--- src/design/tlik_pkg.sv ---
// shared types, constants and the arctangent table for the two-link arm solver
`timescale 1ns / 1ps

package tlik_pkg;

    localparam int ANG_W = 9;
    localparam int POS_W = 14;
    localparam int LEN_W = 12;

    // short input queue between front and back
    localparam int Q_DEPTH = 4;
    localparam int Q_AW = 2;
    localparam int Q_CW = 3;

    // cordic datapath
    localparam int CIN_W = 32;
    localparam int CXY_W = 35;
    localparam int CZ_W = 26;
    localparam int ATAN_TAB_LEN = 24;
    localparam logic signed [CZ_W-1:0] DEG90 = 26'sd5898240;

    localparam logic [15:0] SHOULDER_MAX = 16'd46080;
    localparam logic [15:0] RIGHT_ANGLE = 16'd23040;

    localparam logic REG_UPPER_LEN = 1'b0;
    localparam logic REG_LOWER_LEN = 1'b1;

    typedef struct packed {
        logic signed [ANG_W-1:0] ang;
        logic signed [POS_W-1:0] x;
        logic signed [POS_W-1:0] y;
    } tlik_item_t;

    typedef struct packed {
        logic                    vld;
        logic signed [ANG_W-1:0] ang;
        logic                    orig;
        logic                    unr;
        logic signed [POS_W-1:0] x;
        logic signed [POS_W-1:0] y;
    } tlik_ctl_t;

    typedef struct packed {
        tlik_ctl_t   ctl;
        logic [25:0] r2;
        logic [37:0] r2l1;
    } tlik_sq1_t;

    typedef struct packed {
        tlik_ctl_t   ctl;
        logic        neg;
        logic [29:0] cn;
        logic [25:0] r2;
        logic [25:0] b;
    } tlik_sq2_t;

    // atan(2^-i) in 2^-16 degree
    function automatic logic signed [CZ_W-1:0] atan_entry(input int idx);
        logic signed [CZ_W-1:0] v;
        case (idx)
            0: v = 26'sd2949120;
            1: v = 26'sd1740967;
            2: v = 26'sd919879;
            3: v = 26'sd466945;
            4: v = 26'sd234379;
            5: v = 26'sd117304;
            6: v = 26'sd58666;
            7: v = 26'sd29335;
            8: v = 26'sd14668;
            9: v = 26'sd7334;
            10: v = 26'sd3667;
            11: v = 26'sd1833;
            12: v = 26'sd917;
            13: v = 26'sd458;
            14: v = 26'sd229;
            15: v = 26'sd115;
            16: v = 26'sd57;
            17: v = 26'sd29;
            18: v = 26'sd14;
            19: v = 26'sd7;
            20: v = 26'sd4;
            21: v = 26'sd2;
            22: v = 26'sd1;
            default: v = 26'sd0;
        endcase
        return v;
    endfunction

endpackage

--- src/design/tlik_front.sv ---
// input side: range check of each target and the short queue towards the solver
`timescale 1ns / 1ps

module tlik_front
    import tlik_pkg::*;
(
    input  logic                    aclk,
    input  logic                    aresetn,
    input  logic                    s_valid,
    output logic                    s_ready,
    input  logic signed [ANG_W-1:0] s_base_angle_in,
    input  logic signed [POS_W-1:0] s_target_x,
    input  logic signed [POS_W-1:0] s_target_y,
    input  logic                    s_done_flag,
    input  logic [LEN_W-1:0]        upper_len,
    input  logic [LEN_W-1:0]        lower_len,
    output logic                    q_valid,
    output tlik_item_t              q_item,
    input  logic                    q_pop
);

    localparam logic signed [ANG_W-1:0] ANG_MAX = 9'sd180;
    localparam logic signed [ANG_W-1:0] SENT_ANG = -9'sd1;
    localparam logic signed [POS_W-1:0] SENT_X = -14'sd256;

    logic [Q_AW-1:0] wr_ptr_reg, rd_ptr_reg;
    logic [Q_CW-1:0] cnt_reg;
    tlik_item_t      buf_reg [Q_DEPTH];

    logic                    in_range, is_sentinel, push;
    logic [LEN_W:0]          reach;
    logic signed [POS_W:0]   y_ext, l1_ext;

    assign reach  = {1'b0, upper_len} + {1'b0, lower_len};
    assign y_ext  = (POS_W+1)'(s_target_y);
    assign l1_ext = $signed({3'b000, upper_len});

    assign in_range = !s_base_angle_in[ANG_W-1] && (s_base_angle_in <= ANG_MAX)
                   && !s_target_x[POS_W-1] && (s_target_x[POS_W-2:0] <= reach)
                   && (y_ext >= -l1_ext) && (y_ext <= l1_ext);
    assign is_sentinel = (s_base_angle_in == SENT_ANG) && (s_target_x == SENT_X)
                      && s_done_flag;

    assign s_ready = (cnt_reg != Q_CW'(Q_DEPTH));
    // out-of-range targets are taken and dropped
    assign push    = s_valid && s_ready && (in_range || is_sentinel);

    assign q_valid = (cnt_reg != '0);
    assign q_item  = buf_reg[rd_ptr_reg];

    always_ff @(posedge aclk) begin
        if (!aresetn) begin
            wr_ptr_reg <= '0;
            rd_ptr_reg <= '0;
            cnt_reg    <= '0;
        end else begin
            if (push) begin
                wr_ptr_reg <= wr_ptr_reg + 1'b1;
            end
            if (q_pop) begin
                rd_ptr_reg <= rd_ptr_reg + 1'b1;
            end
            if (push && !q_pop) begin
                cnt_reg <= cnt_reg + 1'b1;
            end else if (!push && q_pop) begin
                cnt_reg <= cnt_reg - 1'b1;
            end
        end
    end

    always_ff @(posedge aclk) begin
        if (push) begin
            buf_reg[wr_ptr_reg] <= '{ang: s_base_angle_in, x: s_target_x, y: s_target_y};
        end
    end

    a_cnt_bound: assert property (@(posedge aclk) disable iff (!aresetn)
        cnt_reg <= Q_CW'(Q_DEPTH))
        else $error("queue fill beyond depth");

    a_pop_nonempty: assert property (@(posedge aclk) disable iff (!aresetn)
        q_pop |-> cnt_reg != '0)
        else $error("pop from empty queue");

    a_push_counts: assert property (@(posedge aclk) disable iff (!aresetn)
        push && !q_pop |=> cnt_reg == $past(cnt_reg) + 1'b1)
        else $error("push not counted");

endmodule

--- config.mk ---
export PLATFORM = sky130hd
export DESIGN_NAME = tlik_front
export DESIGN_NICKNAME = d
export VERILOG_FILES = /design/src/design/tlik_pkg.sv /design/src/design/tlik_front.sv
export SDC_FILE = /design/constraint.sdc
export NUM_CORES = 1
export LEC_CHECK = 0
export BUFFER_PORTS_ARGS = -buffer_cell sky130_fd_sc_hd__buf_2
export CORE_MARGIN = 10
export CORE_UTILIZATION = 35
export DETAILED_ROUTE_END_ITERATION = 8
export RECOVER_POWER = 100
export SLEW_MARGIN = 40
export SYNTH_ARGS = -nofsm -noshare
export SYNTH_HDL_FRONTEND = slang
export SYNTH_SLANG_ARGS = --single-unit
--- constraint.sdc ---
create_clock -name aclk -period 7.5 [get_ports aclk]
set_clock_uncertainty 0.15 [all_clocks]
set_input_delay 1.125 -clock aclk [delete_from_list [all_inputs] [get_ports aclk]]
set_output_delay 1.125 -clock aclk [all_outputs]
set_load 0.05 [all_outputs]
* Word level (Yosys, flattened, before mapping)
Memory sizes are Yosys's and may differ from the RTL's. A register that Yosys moved wholly into a read port is not among the register bits.
Index checks and enable logic that the tools add are counted.
** Operators by class
- Add/sub/neg operators :: 6
- $mul :: 0
- Divide/modulo/power cells :: 0
- Order comparisons :: 4
- Eq/ne operators :: 3
- Shifts and indexed selects :: 0
- Mux-type cells :: 6
- Bitwise operators :: 0
- Reduce and logical (&&, ||, !) cells :: 18
** Operator list (count)
- $ge 14x15->1 :: 1
- $neg 12->15 :: 1
- $eq 14x9->1 const B :: 1
- $le 14x13->1 :: 1
- $add 12x12->13 :: 1
- $le 13x13->1 :: 1
- $logic_and 1x1->1 :: 11
- $eq 9x1->1 const B :: 1
- $le 9x9->1 const B :: 1
- $mux 3 :: 2
- $add 2x1->2 const B :: 2
- $logic_not 1->1 :: 4
- $mux 2 :: 2
- $add 3x1->3 const B :: 1
- $ne 3x3->1 const B :: 1
- $reduce_bool 3->1 :: 1
- $sub 3x1->3 const B :: 1
- $mux 1 :: 2
- $reduce_bool 2->1 :: 1
- $logic_or 1x1->1 :: 1
** Word-level totals
- Register bits after elaboration :: 7
- Bits in latches :: 0
- Bits in writable memories :: 148
- Bits in read-only memories :: 0
- Output and inout bits :: 39
- Logic and storage cells :: 41
- Memories kept :: 1
** Memories
- buf_reg :: words 4, width 37, read ports 1, clocked after memory_dff 1, wr ports 1, line tlik_front.sv:28 : tlik_item_t buf_reg [Q_DEPTH];

* Depth between registers and ports, before layout
Gate-level depths: netlist of run 1.
- Depth in word-level cells :: 12
- Depth in mapped cells :: 23

* Worst setup path after synthesis of run 1
OpenSTA, ideal clock, no wires.
- Path kind :: input port to flip-flop
- Start :: in upper_len[0]
- End :: mem buf_reg[0][0] (netlist bit), enable pin
- Library setup time :: 0.436 ns
- Arrival :: 5.636 ns
- Slack :: 1.278 ns
- Stages :: 17
- Cell sequence :: ha_1 inv_1 fa_1 nor2b_1 o21ai_0 a21boi_0 o211ai_1 a21boi_0 nor2_1 xor2_1 ha_1 a21oi_1 a21oi_1 a2111oi_0 o211ai_2 o21a_4 nor2b_1
** Between the ends
- Longest elaborated chain between the ends :: 9
** Ends and longest elaborated chain
- start: declaration :: line tlik_front.sv:15 : input logic [LEN_W-1:0] upper_len,
- $add 12x12->13 :: line tlik_front.sv:34 : assign reach = {1'b0, upper_len} + {1'b0, lower_len};
- $le 13x13->1 :: line tlik_front.sv:39 : && !s_target_x[POS_W-1] && (s_target_x[POS_W-2:0] <= reach)
- $logic_and 1x1->1 :: line tlik_front.sv:39
- $logic_and 1x1->1 :: line tlik_front.sv:40 : && (y_ext >= -l1_ext) && (y_ext <= l1_ext);
- $logic_and 1x1->1 (*) :: line tlik_front.sv:40
- $logic_or 1x1->1 (*) :: line tlik_front.sv:46 : assign push = s_valid && s_ready && (in_range || is_sentinel);
- $logic_and 1x1->1 (*) :: line tlik_front.sv:46
- $mux 1 (*) :: line tlik_front.sv:72 : if (push) begin
- $mux 1 (not written as such) (*) :: line tlik_front.sv:73 : buf_reg[wr_ptr_reg] <= '{ang: s_base_angle_in, x: s_target_x, y: s_target_y};
- end: declaration :: line tlik_front.sv:28
Mark *: on every way between the ends. The rest lies on a longest branch, timed or not.

* Worst setup path after layout of run 1
- Start :: in upper_len[0]
- End :: mem buf_reg[1][20] (netlist bit), enable pin
Same word-level chain as after synthesis.

==> results of run 1 <==
[tightest hold or removal path, delay by kind of cell, from the launching register on]
family / cells / cell delay, ps
simple gates: 1 / 70
flops: 1 / 340
mux: 1 / 60
[how the worst max path moves through the flow]
| stage | startpoint | to | slack [ps] | depth (start not counted) |
|---|---|---|---|---|
| after global placement | upper_len[0] | cnt_reg[2] | 1600 | 24 |
| after floorplan | upper_len[0] | buf_reg[0][0] | 1280 | 17 |
| final | upper_len[0] | buf_reg[1][20] | 1330 | 20 |
| after global routing | upper_len[0] | buf_reg[1][20] | 770 | 20 |
| after detailed placement | upper_len[0] | cnt_reg[2] | 1500 | 24 |
| after CTS | upper_len[0] | cnt_reg[2] | 1920 | 24 |
[area by class of cell]
cell class | count | area (sq um)
diodes | 1 | 2.50
repair buffers | 112 | 502
multi-input cells | 274 | 2730
fillers | 1890 | 12100
flip-flops and latches | 157 | 4630
clock buffers | 17 | 425
well taps | 275 | 344
inverters | 29 | 109
clock inverters | 15 | 155
[power by group]
group          internal, W  switching [W]
logic             0.000110       0.000209
clock network     0.000468       0.000363
registers         0.000965      0.0000122
[through the flow]
| step | std cells | utilization | setup WS [ps] | power (W) | hold WS, ps |
|---|---|---|---|---|---|
| after floorplan | 469 | - | 1280 | 0.00122 | 321 |
| after global routing | 880 | 0.423 | 771 | 0.00222 | 399 |
| final | 880 | 0.423 | 1330 | 0.00213 | 363 |
| after detailed placement | 846 | 0.399 | 1500 | 0.00133 | 359 |
| after global placement | 846 | 0.399 | 1600 | 0.00132 | 333 |
| after CTS | 878 | 0.427 | 1920 | 0.00215 | 367 |
[cells in the mapped netlist (2+ instances only)]
library cell    n
a2111oi_0       2
a211oi_1        3
a21boi_0        4
a21o_1          5
a21oi_1        15
a311o_1         2
a31oi_1         2
and2_1          4
and3_1          3
buf_2           3
clkbuf_1        5
dfxtp_1         9
edfxtp_1      148
fa_1            2
ha_1           57
inv_1          29
mux2i_1         2
mux4_2         37
nand2_1        19
nand2b_1        3
nand3_1        10
nand4_1        10
nand4b_1        4
nor2_1         15
nor2b_1         9
nor3_1          6
nor4_1          4
o211ai_1        3
o21a_1          2
o21ai_0        12
o21bai_1        2
o311ai_0        2
or3_1           2
xnor2_1        15
xor2_1          8
[logic make-up (layout without fill, tap and decap cells)]
kind of cell / after synthesis / after routing / share of synthesized area
simple gates: 93 / 93 / 0.0665
flops: 157 / 157 / 0.618
buf+inv: 38 / 173 / 0.0196
mux: 39 / 39 / 0.114
xor+xnor: 23 / 23 / 0.0269
other cells: 0 / 1 / 0
compound gates: 60 / 60 / 0.0543
fa+ha+maj: 59 / 59 / 0.101
[metal layers]
| layer | global-route usage | up-vias | routed length, um | share of wire |
|---|---|---|---|---|
| met5 | 0 | - | 0 | 0 |
| met3 | 0.0308 | 11 | 585 | 0.033 |
| met4 | 0.0416 | 0 | 259 | 0.015 |
| met2 | 0.211 | 99 | 8640 | 0.49 |
| li1 | - | 2114 | - | - |
| met1 | 0.167 | 2219 | 8240 | 0.46 |
==> results.yml, run 1 <==
routing:
  firstDrtPassIters: 4
  viasPerCell: 5.05
  postRouteAntennaNets: 0
  detail_route.wl_per_cell_um: 20.1
  drc_errors: 0
  wl_um: 17700
  num_vias: 4443
  drt_iter0_markers: 311
worst_setup_path:
  critPathBufInv: 4
  critPathKind: "in2reg"
  timing.rr.end: "buf_reg[1][20]"
  cp_slowest_stage_delay_ps: 1110
  path_max_fanout: 16
  worst_ep_required_time_ps: 7490
  ff2ff_path_depth: 9
  critPathArrivalTime_ps: 6160
  reg2reg_slack_ps: 3950
  start_kind: "primary input"
  end_kind: "flip-flop"
  worstPathCellList: "clkbuf_1, ha_1, inv_1, fa_1, nor2b_1, o21ai_0, a21boi_0, o211ai_1, a21boi_0, o211ai_1, a21o_1, ha_1, nand4_1, a21oi_1, a2111oi_0, o211ai_2, o21a_1, nor2b_1, buf_16, buf_4"
  r2r_start: "cnt_reg[0]"
  cp_slowest_cell: "nor2b_1"
  crit_family: "compound AO/OA/AOI/OAI gates"
sta:
  setup_violations: 0
  period_share: 0.822
  worst_slew_pin_slew_ps: 2020
  final_hold_viol_count: 0
  finalMaxSlewViolations: 24
  fmax_mhz: 162
  grt_setup_unrepaired: "false"
  tns_ps: 0
  fin_crit_ps: 6170
  slew-limit-headroom: -0.348
layout:
  layout_commonest_cell: "edfxtp_1"
  nets: 716
  stdcell_area_sq_um: 8890
  largest_register_ffs: 148
  mostFrequentLayoutCells: "148 x edfxtp_1, 77 x clkbuf_1, 57 x ha_1"
  drive_gt1_frac: 0.182
  areaGrowthSynthToFinish_pct: 18.8
clock_tree:
  ctsResizeCount: 0
  numCtsBuffers: 17
  clock_latency_ps: 420
  root_buffer: "clkbuf_16"
  cts_max_level: 4
  cts_max_path_buffers: 2
  hold_buffers: 0
  clk_pin_slew_worst_paths_ps: 70
  cts_sinks: 157
  cts_setup_buffers: 0
  tritoncts: "done"
yosys:
  synth_ff_type: "edfxtp_1"
  syn-cell-area_sq_um: 7480
  synth_edf_count: 148
  synthTopCellsByArea: "edfxtp_1 59%, mux4_2 11%, ha_1 9.5%"
  synth_top_area_share: 0.594
  ys_warn_count: 0
  async_flop_share: 0
  yosysTopAreaCell: "edfxtp_1"
  syn_avg_cell_area_sq_um: 16.0
  synth-seq-cells: 157
  synth_sequential_area_ratio: 0.618
  synth_cell_type_count: 46
  synth_fp_nets: 594
  netlist_instances: 469
floorplan:
  core_sq_um: 21000
  die_h_um: 166
  die_x_um: 166
  die_area_sq_um: 27600
  row_count: 53
  start_util: 0.356
  ios: 105
global_route:
  grtUsageTotal: 0.129
  grt_first_pass_wirelength_um: 28200
  grt_max_degree: 27
  overflow: 0
  antenna_found_initial: 1
  grt_pass1_vias: 4807
power:
  peakVddDrop_mv: 0.169
  powerDensity_nw_per_um2: 239
  power_leakage_nw: 3.10
placement:
  place.detailed.hpwl_um: 13300
  place_area_sq_um: 8390
  io_buffers: 104
  place_congestion: 0.807
hold_path:
  min_to: "wr_ptr_reg[1]"
  min_from: "wr_ptr_reg[1]"
  hold_depth: 2
  hold_class: "reg2reg"
run:
  cap_viol_max_count: 1
run_status:
  violations: "capacitance limit, slew limit"
  outcome: "finished, violations left"
No activity file was read; power rests on OpenSTA's default activity.
==> run 2, diff against run 1 <==
==> constraint.sdc (replaced) <==
create_clock -name aclk -period 5.63 [get_ports aclk]
set_clock_uncertainty 0.15 [all_clocks]
set_input_delay 0.8445 -clock aclk [delete_from_list [all_inputs] [get_ports aclk]]
set_output_delay 0.8445 -clock aclk [all_outputs]
set_load 0.05 [all_outputs]
==> run 2 against run 1 <==
Net effect:
- the run still ends with capacitance limit, slew limit left
- first-iteration DRC count decreased by 13%
- sequential power grew 33%
- critical endpoint is now cnt_reg[2]
- critical path type unchanged
- worst hold slack lost 3.7 ps
- utilization is 0.071 points lower
- sequential cell count unchanged
==> results.yml, run 2 (synthesis gave the netlist of run 1 again) <==
worst_setup_path:
  path_max_fanout: 4
  worst_ep_required_time_ps: 5820
  critPathArrivalTime_ps: 5390
  end_kind: "flip-flop"
  ff2ff_path_depth: 13
  start_kind: "primary input"
  crit_path_start: "upper_len[0]"
  timing.rr.end: "cnt_reg[2]"
  critical_path.endpoint: "cnt_reg[2]"
  reg2reg_slack_ps: 2710
  r2r_start: "cnt_reg[0]"
  critPathKind: "in2reg"
clock_tree:
  cts_sinks: 157
  cts_setup_buffers: 0
  clk_pin_slew_worst_paths_ps: 60
  cts_max_path_buffers: 2
  clock_latency_ps: 410
  root_buffer: "clkbuf_16"
  numCtsBuffers: 17
  tritoncts: "done"
  cts_max_level: 4
floorplan:
  die_h_um: 166
  start_util: 0.356
  ios: 105
  die_area_sq_um: 27600
  row_count: 53
  die_x_um: 166
  core_sq_um: 21000
run:
  cap_viol_max_count: 1
power:
  power_leakage_nw: 3.09
  powerDensity_nw_per_um2: 313
  peakVddDrop_mv: 0.200
sta:
  fin_crit_ps: 5210
  final_hold_viol_count: 0
  slew-limit-headroom: -0.0315
  worst_slew_pin_slew_ps: 1550
  setup_violations: 0
  period_share: 0.925
  grt_setup_unrepaired: "false"
  hold_ws_ps: 360
  tns_ps: 0
  finalMaxSlewViolations: 19
  fmax_mhz: 192
placement:
  place_congestion: 0.865
  place.detailed.hpwl_um: 13000
  io_buffers: 104
routing:
  viasPerCell: 5.09
  drc_errors: 0
  detail_route.wl_per_cell_um: 20.1
  num_vias: 4488
  firstDrtPassIters: 4
  drt_iter0_markers: 272
  postRouteAntennaNets: 0
  wl_um: 17700
run_status:
  outcome: "finished, violations left"
  violations: "capacitance limit, slew limit"
global_route:
  grt_first_pass_wirelength_um: 27800
  grt_pass1_vias: 4893
  grtUsageTotal: 0.128
  grt_max_degree: 38
  overflow: 0
  antenna_found_initial: 1
layout:
  largest_register_ffs: 148
  drive_gt1_frac: 0.186
  nets: 718
  mostFrequentLayoutCells: "148 x edfxtp_1, 76 x clkbuf_1, 57 x ha_1"
  areaGrowthSynthToFinish_pct: 18.6
  layout_commonest_cell: "edfxtp_1"
hold_path:
  hold_class: "reg2reg"
-- run 2: critical path: stages --
cell,delay (ps)
buf_2,120
ha_1,170
inv_1,60
fa_1,400
nor2b_1,110
o21ai_0,100
a21boi_0,240
o211ai_1,140
a21boi_0,260
nor2_1,80
xor2_1,150
ha_1,310
a21oi_1,180
a21oi_1,90
a2111oi_1,480
o211ai_2,170
o21a_4,230
inv_1,50
ha_1,160
inv_1,60
fa_1,370
xor2_1,160
or3_1,300
a21boi_0,170
-- run 2: worst min-delay path by stage --
stage                        from       endpoint  slack, ps  cells past startpoint
finish              wr_ptr_reg[1]  wr_ptr_reg[1]        360                      2
global route        wr_ptr_reg[1]  wr_ptr_reg[1]        400                      2
CTS                    cnt_reg[2]     cnt_reg[2]        370                      2
detailed placement     cnt_reg[2]     cnt_reg[2]        360                      2
global placement    wr_ptr_reg[1]  wr_ptr_reg[1]        330                      2
floorplan           wr_ptr_reg[1]  wr_ptr_reg[1]        320                      2
-- run 2: metrics by stage --
step	total power (W)	util	cell area, sq um	setup slack [ps]	std cells
floorplan	0.00163	-	7480	-312	469
global placement	0.00176	0.401	8430	93.5	849
detailed placement	0.00176	0.401	8430	-2.15	849
CTS	0.00281	0.427	8970	374	881
global route	0.00289	0.422	8880	1.24	882
finish	0.00277	0.422	8880	423	882
-- run 2: timing repair --
item	in CTS	in global routing
resized for setup	0	1
hold buffers	0	0
endpoints found under the setup margin	0	1
-- run 2: metal layers --
| metal | GRT usage | part of all wire | up-vias |
|---|---|---|---|
| met4 | 0.0466 | 0.021 | 0 |
| met1 | 0.158 | 0.45 | 2246 |
| li1 | - | - | 2116 |
| met2 | 0.211 | 0.48 | 107 |
| met3 | 0.0336 | 0.046 | 19 |
| met5 | 0 | 0 | - |
-- run 2: area by class of cell --
| type | instances | area (sq um) |
|---|---|---|
| fill | 1921 | 12100 |
| inverter | 29 | 109 |
| antenna | 1 | 2.50 |
| sequential | 157 | 4620 |
| tap | 275 | 344 |
| timing repair buffer | 114 | 512 |
| clock inverter | 14 | 111 |
| clock buffer | 18 | 429 |
| multi-input combinational | 274 | 2740 |
-- run 2: report_power, final --
group          switching, W  internal [W]
Combinational      0.000275      0.000148
Clock              0.000477      0.000572
Sequential        0.0000175       0.00129
Total              0.000769       0.00201
